**config.mk**
```make
export PLATFORM = sky130hd
export DESIGN_NAME = block_mean_square_db_meter_unit
export DESIGN_NICKNAME = d
export VERILOG_FILES = /design/src/hw/rtl/mbms_pkg.sv /design/src/hw/rtl/mbms_mul.sv /design/src/hw/rtl/mbms_norm.sv /design/src/hw/rtl/block_mean_square_db_meter_unit.sv
export SDC_FILE = /design/constraint.sdc
export NUM_CORES = 2
export LEC_CHECK = 0
export BUFFER_PORTS_ARGS = -buffer_cell sky130_fd_sc_hd__buf_2
export CAP_MARGIN = 20
export CORE_UTILIZATION = 47
export CTS_CLUSTER_DIAMETER = 30
export DETAILED_ROUTE_END_ITERATION = 7
export PLACE_DENSITY = 0.61
export REMOVE_ABC_BUFFERS = 1
export SLEW_MARGIN = 30
export SYNTH_ARGS = -nofsm -noshare
export SYNTH_HDL_FRONTEND = slang
export SYNTH_SLANG_ARGS = --single-unit
export TNS_END_PERCENT = 30
```
**constraint.sdc**
```tcl
create_clock -name clk -period 24.6 [get_ports clk]
set_clock_uncertainty 0.15 [all_clocks]
set_input_delay 4.92 -clock clk [delete_from_list [all_inputs] [get_ports clk]]
set_output_delay 4.92 -clock clk [all_outputs]
set_load 0.01 [all_outputs]
```
**src/hw/rtl/mbms_pkg.sv**
```systemverilog
// ----------------------------------------------------------------------------
// Mean-square dB meter package
// Shared constants for the block mean-square level meter.
// ----------------------------------------------------------------------------
package mbms_pkg;

    localparam int DEF_MAX_BLOCK   = 4096;
    localparam int DEF_SAMPLE_BITS = 16;

    localparam int SAMPLE_W  = 16;
    localparam int LEVEL_W   = 16;
    localparam int COUNT_W   = 13;
    localparam int MUL_W     = 32;
    localparam int MANT_BITS = 31;
    localparam int FRAC_BITS = 16;
    localparam int ROUND_W   = 4;

    // 10*log10(2) in Q.24.
    localparam logic [MUL_W-1:0] DB_PER_LOG2_Q24 = 32'd50504453;

    localparam logic [LEVEL_W-1:0] LEVEL_LOWEST = 16'h8000;
    localparam logic [LEVEL_W-1:0] LEVEL_SAT    = 16'h8000;

endpackage

```
**src/hw/rtl/mbms_mul.sv**
```systemverilog
// ----------------------------------------------------------------------------
// Mean-square dB meter shared multiplier
// Unsigned 32 by 32 multiplier with a registered 64-bit product.
// ----------------------------------------------------------------------------
module mbms_mul (
    input  logic                          clk,
    input  logic [mbms_pkg::MUL_W-1:0]    a,
    input  logic [mbms_pkg::MUL_W-1:0]    b,
    output logic [2*mbms_pkg::MUL_W-1:0]  prod
);

    logic [2*mbms_pkg::MUL_W-1:0] prod_reg;

    always_ff @(posedge clk)
    begin
        prod_reg <= a * b;
    end

    assign prod = prod_reg;

endmodule

```
**src/hw/rtl/mbms_norm.sv**
```systemverilog
// ----------------------------------------------------------------------------
// Mean-square dB meter normaliser
// Finds the top set bit of a non-zero word by shifting one place a cycle.
// ----------------------------------------------------------------------------
module mbms_norm #(
    parameter int NW = 63,
    parameter int PW = 6
) (
    input  logic                             clk,
    input  logic                             rst_n,
    input  logic                             start,
    input  logic [NW-1:0]                    value,
    output logic                             done,
    output logic [PW-1:0]                    msb_index,
    output logic [mbms_pkg::MANT_BITS-1:0]   mant
);

    logic          busy_reg;
    logic [NW-1:0] val_reg;
    logic [PW-1:0] idx_reg;

    always_ff @(posedge clk or negedge rst_n)
    begin
        if (!rst_n)
        begin
            busy_reg <= 1'b0;
            val_reg  <= '0;
            idx_reg  <= '0;
        end
        else if (start)
        begin
            busy_reg <= 1'b1;
            val_reg  <= value;
            idx_reg  <= PW'(NW - 1);
        end
        else if (busy_reg)
        begin
            if (val_reg[NW-1])
            begin
                busy_reg <= 1'b0;
            end
            else
            begin
                val_reg <= {val_reg[NW-2:0], 1'b0};
                idx_reg <= idx_reg - PW'(1);
            end
        end
    end

    assign done      = busy_reg && val_reg[NW-1];
    assign msb_index = idx_reg;
    assign mant      = val_reg[NW-1 -: mbms_pkg::MANT_BITS];

endmodule

```
**src/hw/rtl/block_mean_square_db_meter_unit.sv**
```systemverilog
// ----------------------------------------------------------------------------
// Block mean-square dB meter
// Accumulates squared samples per block and reports the mean-square level.
// ----------------------------------------------------------------------------
// Each sample transfer passes through the transfer itself, a square on the
// shared multiplier and the accumulate, and no new sample is taken until the
// accumulate is done. At the end of a block the meter takes two base-two
// logarithms on the same multiplier, each needing a start state, one-bit
// normalising over up to NW bits (NW is the accumulator width, 43 bits by
// default) and one squaring round per fraction bit, followed by scaling to dB
// and a load of the result register; a silent block skips all of this. The
// result waits in its own register, so a new block may start while the
// previous result is still being taken.
module block_mean_square_db_meter_unit #(
    parameter int MAX_BLOCK   = mbms_pkg::DEF_MAX_BLOCK,
    parameter int SAMPLE_BITS = mbms_pkg::DEF_SAMPLE_BITS
) (
    input  logic        clk,
    input  logic        rst_n,
    input  logic        s_axis_tvalid,
    output logic        s_axis_tready,
    input  logic [15:0] s_axis_tdata,   // [15:0] sample
    input  logic        s_axis_tlast,
    output logic        m_axis_tvalid,
    input  logic        m_axis_tready,
    output logic [31:0] m_axis_tdata,   // [15:0] level_db, [28:16] block_samples
    output logic [1:0]  m_axis_tuser    // [0] silent, [1] forced_end
);

    localparam int SW  = (SAMPLE_BITS > mbms_pkg::SAMPLE_W) ? SAMPLE_BITS
                                                            : mbms_pkg::SAMPLE_W;
    localparam int EW  = 2 * SAMPLE_BITS - 1 + $clog2(MAX_BLOCK);
    localparam int CW  = $clog2(MAX_BLOCK + 1);
    localparam int NW0 = (EW > CW) ? EW : CW;
    localparam int NW  = (NW0 > mbms_pkg::MANT_BITS) ? NW0 : mbms_pkg::MANT_BITS;
    localparam int PW  = $clog2(NW);
    localparam int LW  = PW + mbms_pkg::FRAC_BITS;
    localparam int AW  = LW + 1;
    localparam int MW  = mbms_pkg::MUL_W;
    localparam int MB  = mbms_pkg::MANT_BITS;
    localparam int FB  = mbms_pkg::FRAC_BITS;
    localparam logic [AW-1:0] FS_OFFSET = AW'((2 * (SAMPLE_BITS - 1)) * (2 ** FB));

    typedef enum logic [3:0] {
        ST_IDLE,
        ST_SQUARE,
        ST_ACC,
        ST_NORM_GO,
        ST_NORM_WAIT,
        ST_RND_MUL,
        ST_RND_FIX,
        ST_SCALE_MUL,
        ST_SCALE_FIX,
        ST_OUT
    } state_t;

    state_t                                  state_reg;
    logic [SAMPLE_BITS-1:0]                  mag_reg;
    logic                                    last_reg;
    logic [EW-1:0]                           sum_reg;
    logic [CW-1:0]                           cnt_reg;
    logic                                    forced_reg;
    logic                                    silent_reg;
    logic                                    which_reg;
    logic [MB-1:0]                           m_reg;
    logic [PW-1:0]                           p_reg;
    logic [FB-1:0]                           frac_reg;
    logic [mbms_pkg::ROUND_W-1:0]            rnd_reg;
    logic [AW-1:0]                           a_reg;
    logic [MW-1:0]                           att_reg;
    logic [mbms_pkg::LEVEL_W-1:0]            level_reg;
    logic                                    out_valid_reg;
    logic [mbms_pkg::LEVEL_W-1:0]            out_level_reg;
    logic [mbms_pkg::COUNT_W-1:0]            out_samples_reg;
    logic                                    out_silent_reg;
    logic                                    out_forced_reg;

    logic [SW-1:0]                           ext;
    logic [SAMPLE_BITS-1:0]                  v;
    logic [SAMPLE_BITS-1:0]                  mag;
    logic [MW-1:0]                           mul_a;
    logic [MW-1:0]                           mul_b;
    logic [2*MW-1:0]                         prod;
    logic [EW-1:0]                           sum_next;
    logic [CW-1:0]                           cnt_next;
    logic                                    block_end;
    logic                                    norm_start;
    logic [NW-1:0]                           norm_value;
    logic                                    norm_done;
    logic [PW-1:0]                           norm_p;
    logic [MB-1:0]                           norm_mant;
    logic [MW-1:0]                           sq;
    logic [MB-1:0]                           m_new;
    logic [FB-1:0]                           frac_new;
    logic [AW-1:0]                           log_val;
    logic [MW-1:0]                           att;
    logic [2*MW-1:0]                         rnd_sum;
    logic [MW-1:0]                           q;
    logic [mbms_pkg::LEVEL_W-1:0]            q_sat;

    mbms_mul u_mul (
        .clk  (clk),
        .a    (mul_a),
        .b    (mul_b),
        .prod (prod)
    );

    mbms_norm #(
        .NW (NW),
        .PW (PW)
    ) u_norm (
        .clk       (clk),
        .rst_n     (rst_n),
        .start     (norm_start),
        .value     (norm_value),
        .done      (norm_done),
        .msb_index (norm_p),
        .mant      (norm_mant)
    );

    always_comb
    begin
        ext = SW'(s_axis_tdata);
        v   = ext[SAMPLE_BITS-1:0];
        mag = v[SAMPLE_BITS-1] ? (SAMPLE_BITS'(0) - v) : v;
    end

    always_comb
    begin
        unique case (state_reg)
            ST_SQUARE:
            begin
                mul_a = MW'(mag_reg);
                mul_b = MW'(mag_reg);
            end
            ST_RND_MUL:
            begin
                mul_a = MW'(m_reg);
                mul_b = MW'(m_reg);
            end
            ST_SCALE_MUL:
            begin
                mul_a = att_reg;
                mul_b = mbms_pkg::DB_PER_LOG2_Q24;
            end
            default:
            begin
                mul_a = '0;
                mul_b = '0;
            end
        endcase
    end

    always_comb
    begin
        sum_next   = sum_reg + EW'(prod);
        cnt_next   = cnt_reg + CW'(1);
        block_end  = last_reg || (cnt_next == CW'(MAX_BLOCK));
        norm_start = (state_reg == ST_NORM_GO);
        norm_value = which_reg ? NW'(sum_reg) : NW'(cnt_reg);
        sq         = prod[MB+MB-1:MB-1];
        m_new      = sq[MB] ? sq[MB:1] : sq[MB-1:0];
        frac_new   = {frac_reg[FB-2:0], sq[MB]};
        log_val    = AW'({p_reg, frac_new});
        att        = (a_reg > log_val) ? MW'(a_reg - log_val) : '0;
        rnd_sum    = prod + (2*MW)'(64'h8000_0000);
        q          = rnd_sum[2*MW-1:MW];
        q_sat      = (q > MW'(32768)) ? mbms_pkg::LEVEL_SAT : q[mbms_pkg::LEVEL_W-1:0];
    end

    always_ff @(posedge clk or negedge rst_n)
    begin
        if (!rst_n)
        begin
            state_reg       <= ST_IDLE;
            mag_reg         <= '0;
            last_reg        <= 1'b0;
            sum_reg         <= '0;
            cnt_reg         <= '0;
            forced_reg      <= 1'b0;
            silent_reg      <= 1'b0;
            which_reg       <= 1'b0;
            m_reg           <= '0;
            p_reg           <= '0;
            frac_reg        <= '0;
            rnd_reg         <= '0;
            a_reg           <= '0;
            att_reg         <= '0;
            level_reg       <= '0;
            out_valid_reg   <= 1'b0;
            out_level_reg   <= '0;
            out_samples_reg <= '0;
            out_silent_reg  <= 1'b0;
            out_forced_reg  <= 1'b0;
        end
        else
        begin
            if (state_reg == ST_OUT && (!out_valid_reg || m_axis_tready))
            begin
                out_valid_reg <= 1'b1;
            end
            else if (out_valid_reg && m_axis_tready)
            begin
                out_valid_reg <= 1'b0;
            end

            unique case (state_reg)
                ST_IDLE:
                begin
                    if (s_axis_tvalid)
                    begin
                        mag_reg   <= mag;
                        last_reg  <= s_axis_tlast;
                        state_reg <= ST_SQUARE;
                    end
                end
                ST_SQUARE:
                begin
                    state_reg <= ST_ACC;
                end
                ST_ACC:
                begin
                    sum_reg <= sum_next;
                    cnt_reg <= cnt_next;
                    if (!block_end)
                    begin
                        state_reg <= ST_IDLE;
                    end
                    else
                    begin
                        forced_reg <= !last_reg;
                        which_reg  <= 1'b0;
                        if (sum_next == '0)
                        begin
                            silent_reg <= 1'b1;
                            level_reg  <= mbms_pkg::LEVEL_LOWEST;
                            state_reg  <= ST_OUT;
                        end
                        else
                        begin
                            silent_reg <= 1'b0;
                            state_reg  <= ST_NORM_GO;
                        end
                    end
                end
                ST_NORM_GO:
                begin
                    state_reg <= ST_NORM_WAIT;
                end
                ST_NORM_WAIT:
                begin
                    if (norm_done)
                    begin
                        m_reg     <= norm_mant;
                        p_reg     <= norm_p;
                        frac_reg  <= '0;
                        rnd_reg   <= mbms_pkg::ROUND_W'(FB - 1);
                        state_reg <= ST_RND_MUL;
                    end
                end
                ST_RND_MUL:
                begin
                    state_reg <= ST_RND_FIX;
                end
                ST_RND_FIX:
                begin
                    m_reg    <= m_new;
                    frac_reg <= frac_new;
                    rnd_reg  <= rnd_reg - mbms_pkg::ROUND_W'(1);
                    if (rnd_reg != '0)
                    begin
                        state_reg <= ST_RND_MUL;
                    end
                    else if (!which_reg)
                    begin
                        a_reg     <= log_val + FS_OFFSET;
                        which_reg <= 1'b1;
                        state_reg <= ST_NORM_GO;
                    end
                    else
                    begin
                        att_reg   <= att;
                        state_reg <= ST_SCALE_MUL;
                    end
                end
                ST_SCALE_MUL:
                begin
                    state_reg <= ST_SCALE_FIX;
                end
                ST_SCALE_FIX:
                begin
                    level_reg <= mbms_pkg::LEVEL_W'(0) - q_sat;
                    state_reg <= ST_OUT;
                end
                ST_OUT:
                begin
                    if (!out_valid_reg || m_axis_tready)
                    begin
                        out_level_reg   <= level_reg;
                        out_samples_reg <= mbms_pkg::COUNT_W'(cnt_reg);
                        out_silent_reg  <= silent_reg;
                        out_forced_reg  <= forced_reg;
                        sum_reg         <= '0;
                        cnt_reg         <= '0;
                        state_reg       <= ST_IDLE;
                    end
                end
                default:
                begin
                    state_reg <= ST_IDLE;
                end
            endcase
        end
    end

    assign s_axis_tready = (state_reg == ST_IDLE);
    assign m_axis_tvalid = out_valid_reg;
    assign m_axis_tdata  = {3'b000, out_samples_reg, out_level_reg};
    assign m_axis_tuser  = {out_forced_reg, out_silent_reg};

endmodule

```
Word level (Yosys, flattened, before mapping)

Cells that the tools add are included.

Flip-flop bits (word level): 353
Bits of input ports: 21
Logic and storage cells: 127

$add $sub $neg: 9
Multiply operators: 1
Order comparisons: 2
Eq/ne operators: 17
Multiplexer cells: 43
Bitwise logic cells: 2
Reduce and logical (&&, ||, !) cells: 28

Operator list:

| operator                                              | number |
|---|---|
| two-way mux 43 bit                                    | 5 |
| one-hot mux 32 bit (3 select lines)                   | 1 |
| one-hot mux 31 bit (3 select lines)                   | 1 |
| one-hot mux 43 bit (2 select lines)                   | 1 |
| adder 64 x 32 -> 64 bit (second input constant)       | 1 |
| two-way mux 16 bit                                    | 4 |
| multiplier 32 x 31 -> 63 bit                          | 1 |
| two-way mux 31 bit                                    | 2 |
| one-hot mux 31 bit (2 select lines)                   | 1 |
| adder 43 bit                                          | 1 |
| logical NOT 43 bit                                    | 1 |
| one-hot mux 4 bit (10 select lines)                   | 1 |
| > comparator 32 x 16 -> 1 bit (second input constant) | 1 |
| two-way mux 32 bit                                    | 1 |
| one-hot mux 16 bit (2 select lines)                   | 1 |
| subtractor 1 x 16 -> 16 bit (first input constant)    | 2 |
| one-hot mux 15 bit (2 select lines)                   | 1 |
| one-hot mux 13 bit (2 select lines)                   | 1 |
| two-way mux 4 bit                                     | 6 |
| subtractor 23 x 22 -> 24 bit                          | 1 |
| adder 22 x 21 -> 23 bit (second input constant)       | 1 |
| > comparator 23 x 22 -> 1 bit                         | 1 |
| two-way mux 6 bit                                     | 3 |
| equality test 4 x 3 -> 1 bit (second input constant)  | 4 |
| other kinds (24)                                      | 59 |

Longest topological paths before layout

Depth in word-level cells: 5
Mapped depth: 38

By module

A second synthesis with hierarchy kept.

Cells, all modules: 5923
Area total of the unflattened synthesis: 53436.2 µm²

By module, submodules not included:

| module                          | instances | cells an instance | area an instance (µm²) |
|---|---|---|---|
| mbms_mul                        | 1         | 3768              | 34838.4 |
| block_mean_square_db_meter_unit | 1         | 1901              | 15980.3 |
| mbms_norm                       | 1         | 254               | 2617.5 |

Worst setup path after synthesis

OpenSTA, ideal clock, no wires.

Path kind: register -> register
Start: register state_reg[3]
End: register u_mul.prod_reg (netlist bit u_mul.prod[60])
Setup time: 0.119 ns
Arrival: 9.068 ns
Required time: 24.331 ns
Setup slack: 15.262 ns
Stages on the path, launching flop included: 34
Clock period less this slack: 9.338 ns
Cells stage by stage: dfrtp_1 clkbuf_1 nand2b_1 nor2_1 clkbuf_1 a22oi_1 clkinv_1 a21oi_1 clkbuf_1 nor2_1 fa_1 fa_1 fa_1 inv_1 fa_1 inv_1 fa_1 fa_1 fa_1 inv_1 fa_1 inv_1 ha_1 nand2_1 o21ai_0 nand2_1 a21o_1 or2_2 o21a_1 o21ai_0 a41oi_1 o31ai_1 a21oi_1 xnor2_1

Longest elaborated chain between the ends: 3

RTL lines:

| what                                                                                       | line                                   | text |
|---|---|---|
| start: declaration                                                                         | block_mean_square_db_meter_unit.sv:57  | `state_t state_reg;` |
| start signal: assignment                                                                   | block_mean_square_db_meter_unit.sv:175 | `state_reg <= ST_IDLE;` |
| start signal: assignment                                                                   | block_mean_square_db_meter_unit.sv:214 | `state_reg <= ST_SQUARE;` |
| start signal: assignment                                                                   | block_mean_square_db_meter_unit.sv:219 | `state_reg <= ST_ACC;` |
| equality test 4 x 3 -> 1 bit or equality test 4 x 1 -> 1 bit (tied branches)               | block_mean_square_db_meter_unit.sv:130 | `unique case (state_reg)` |
| one-hot mux 32 bit (3 select lines) or one-hot mux 31 bit (3 select lines) (tied branches) | block_mean_square_db_meter_unit.sv:130 |  |
| multiplier 32 x 31 -> 63 bit (*)                                                           | mbms_mul.sv:16                         | `prod_reg <= a * b;` |
| end signal: assignment                                                                     | mbms_mul.sv:16                         |  |
| end: declaration                                                                           | mbms_mul.sv:12                         | `logic [2*mbms_pkg::MUL_W-1:0] prod_reg;` |

Every way passes the cells marked *; elsewhere a longest branch is shown, timed or not.
A chain may end at the register's enable or synchronous reset.

Worst setup path after layout

Start: register state_reg[2]
End: register u_mul.prod_reg (netlist bit u_mul.prod[60])

The elaborated chain is that of the path after synthesis.

==> reports/results.tsv <==
stage	metric	value	unit
timing	worst slew pin tran	1.12	ns
hold_path	HP Class	reg2reg	
die	I/O pin total	57	
power_and_ir_drop	Total Power	0.00438	W
placed_design	Post-DP HPWL	131000	um
synth	Main synth FF type	dfrtp_1	
placed_design	number of I/O port buffers	53	
power_and_ir_drop	Flop pwr share	0.223	
detailed_routing	DR pass1 iterations	6	
synth	Post-synth EDFFs	0	
synth	Post-Synthesis Cells	5678	
finish	multi-input logic area	36700	um^2
timing	Worst slew margin	0.252	
finish	FF+latch area	8300	um^2
clocking	TritonCTS Buffers	57	
critical_path	crit-path most repeated cell	fa_1	
detailed_routing	WL final	168000	um
power_and_ir_drop	sw frac	0.518	
finish	Layout fillers	9912	
die	Die W	327	um
timing	post-route clock period utilization	0.479	
clocking	CTS resizes	0	
die	starting density of the core	0.477	
power_and_ir_drop	leak pwr	26.7	nW
outcome	status	completed	
die	num rows	118	
clocking	CTS tree	built	
timing	unrepaired setup endpoints after global routing	no	
timing	final setup vio count	0	
finish	most common cell after layout, fill and taps aside	inv_1	
power_and_ir_drop	Clk pwr share	0.195	
critical_path	CP endpoint kind	register	
power_and_ir_drop	Comb power frac	0.582	
detailed_routing	Final ANT Viol Nets	0	
global_routing	vias in the first global route	41449	
clocking	Worst-Skew Late Latency	0.62	ns
detailed_routing	DRC viols	0	
clocking	H-tree levels	2	
synth	library cells used by synthesis	95	
die	Die Span Y	327	um
power_and_ir_drop	Max VDD drop	0.0000688	V
timing	fmax	84.8	MHz
global_routing	largest net degree at the start of global routing	97	
clocking	cts hold-fix bufs	0	
critical_path	critical path type	reg2reg	
synth	Async SR Flop Fraction	0.817	
critical_path	Startpoint Class	register	
finish	Nets	6856	
detailed_routing	routed vias/inst	5.68	
power_and_ir_drop	Int Pwr	0.00211	W
critical_path	crit path DAT	12.14	ns
finish	Area Overhead vs Synth	8.04	%
synth	Mapped Area	49700	um^2
clocking	maximum buffer depth of the clock tree	3	
detailed_routing	vias	40168	
timing	Final Hold Fails	0	
critical_path	CP max-delay cell	and2_1	
timing	TNS Setup	0	ns
critical_path	CP required	24.95	ns
timing	Max Slew Vio Count	0	
clocking	clk slew on worst S/H paths	0.06	ns
global_routing	GRT Overall Usage	0.321	
clocking	CTS root buf	clkbuf_16	
clocking	Sink Count	344	
finish	commonest cells after routing, fill and taps aside	inv_1 (1000), fa_1 (868), nand2_1 (849)	
placed_design	GPL Wtd Cong	1.01	
clocking	postcts setup bufs	0	
global_routing	GRT overflow	0	
synth	sequential area share after synthesis	0.167	
die	CORE AREA	104000	um^2
synth	Synth warnings	0	
die	Die Footprint	107000	um^2
timing	fin crit period	11.79	ns
detailed_routing	Starting DRT DRC Count	3790	
finish	flip-flop count of the largest register after layout	63	
finish	layout cells sized above 1	0.0636	
power_and_ir_drop	Psw	0.00227	W
critical_path	critical-path maximum fanout	36	
global_routing	antenna violations before repair	2	
synth	syn avg cell area	8.76	um^2
power_and_ir_drop	pwr dens	81.5	nW/um^2
critical_path	Worst path max stage delay	0.87	ns
synth	Synth Register Bits	344	
detailed_routing	routed length per instance	23.8	um
flow_run	Max-Cap Viols	0	
global_routing	first-pass GRT wire length	257000	um
-- path summary, 6_finish.rpt --
path | start | endpoint | slack [ns] | depth (start not counted)
max | state_reg[2]$_DFFE_PN0P_ | u_mul.prod[60]$_DFF_P_ | 12.81 | 33
min | silent_reg$_DFFE_PN0P_ | silent_reg$_DFFE_PN0P_ | 0.33 | 2
max reg2reg | state_reg[2]$_DFFE_PN0P_ | u_mul.prod[60]$_DFF_P_ | 12.81 | 33
min reg2reg | silent_reg$_DFFE_PN0P_ | silent_reg$_DFFE_PN0P_ | 0.33 | 2
max in group asynchronous | rst_n | m_reg[4]$_DFFE_PN0P_ | 18.87 | 2
min in group asynchronous | rst_n | out_level_reg[12]$_DFFE_PN0P_ | 4.13 | 1
-- cell usage after synthesis (21+ instances only) --
master / count / area, um^2
ha_1: 327 / 4090
a31oi_1: 63 / 394
a21oi_1: 162 / 811
fa_1: 868 / 17400
xnor2_1: 92 / 806
a22o_1: 25 / 219
xor2_1: 66 / 578
mux2_2: 36 / 405
a211oi_1: 56 / 420
nand2b_1: 21 / 131
o21a_1: 22 / 165
nand2_1: 851 / 3190
nor3_1: 47 / 235
a21o_1: 55 / 413
and3_1: 23 / 144
nor4_1: 21 / 131
nor2_1: 522 / 1960
clkbuf_1: 249 / 935
dfrtp_1: 281 / 7030
nor2b_1: 60 / 375
mux2i_1: 39 / 390
inv_1: 1000 / 3750
nand4_1: 36 / 225
nand3_1: 137 / 686
dfxtp_1: 63 / 1260
and2_1: 31 / 194
o21ai_0: 244 / 1220
-- power groups by stage --
stage / Clock (W) / Combinational (W) / Sequential (W)
4_1_cts: 0.000868 / 0.00250 / 0.000971
2_1_floorplan: 0 / 0.00155 / 0.000878
5_1_grt: 0.000896 / 0.00274 / 0.000993
3_3_place_gp: 0 / 0.00246 / 0.000976
3_5_place_dp: 0 / 0.00248 / 0.000978
6_report: 0.000854 / 0.00255 / 0.000978
-- kinds of logic (layout without fill, tap and decap cells) --
kind of cell,Yosys count,count (layout),synth area share
simple gates,1833,1833,0.159
buf+inv,1291,1279,0.0982
fa+ha+maj,1195,1195,0.432
compound gates,780,780,0.0998
flops,344,344,0.167
xor+xnor,158,158,0.0278
mux,75,75,0.0160
other cells,2,27,0.000151
-- through the flow --
stage / area [um^2] / hold WS (ns) / util / worst slack, ns / std cells
6_report: 53700 / 0.331 / 0.515 / 12.81 / 7071
5_1_grt: 53700 / 0.360 / 0.515 / 12.35 / 7069
4_1_cts: 53700 / 0.336 / 0.515 / 13.09 / 7069
3_3_place_gp: 51600 / 0.315 / 0.495 / 13.24 / 6961
2_1_floorplan: 48700 / 0.293 / - / 14.36 / 5419
3_5_place_dp: 51700 / 0.322 / 0.496 / 13.10 / 6961
-- layout make-up --
cell class | count | area share
Antenna cell | 2 | 0.0000932
Clock buffer | 62 | 0.0281
Clock inverter | 46 | 0.0102
Inverter | 1009 | 0.0705
Multi-Input combinational cell | 4066 | 0.684
Sequential cell | 344 | 0.154
Tap cell | 1380 | 0.0321
Timing Repair Buffer | 162 | 0.0205
-- metal layers --
metal | global-route usage | vias to the layer above | wire, um
li1 | - | 17770 | -
met1 | 0.433 | 20136 | 68200
met2 | 0.488 | 1834 | 74100
met3 | 0.0854 | 424 | 17300
met4 | 0.136 | 4 | 8780
met5 | 0 | - | 27
-- critical path, delay by kind of cell, from the launching register on --
kind            cells  cell delay, ns
flops               1            0.60
simple gates        8            2.20
compound gates      7            2.18
fa+ha+maj           9            4.41
buf+inv             8            1.93
xor+xnor            1            0.13
(Power assumes the default switching activity.)
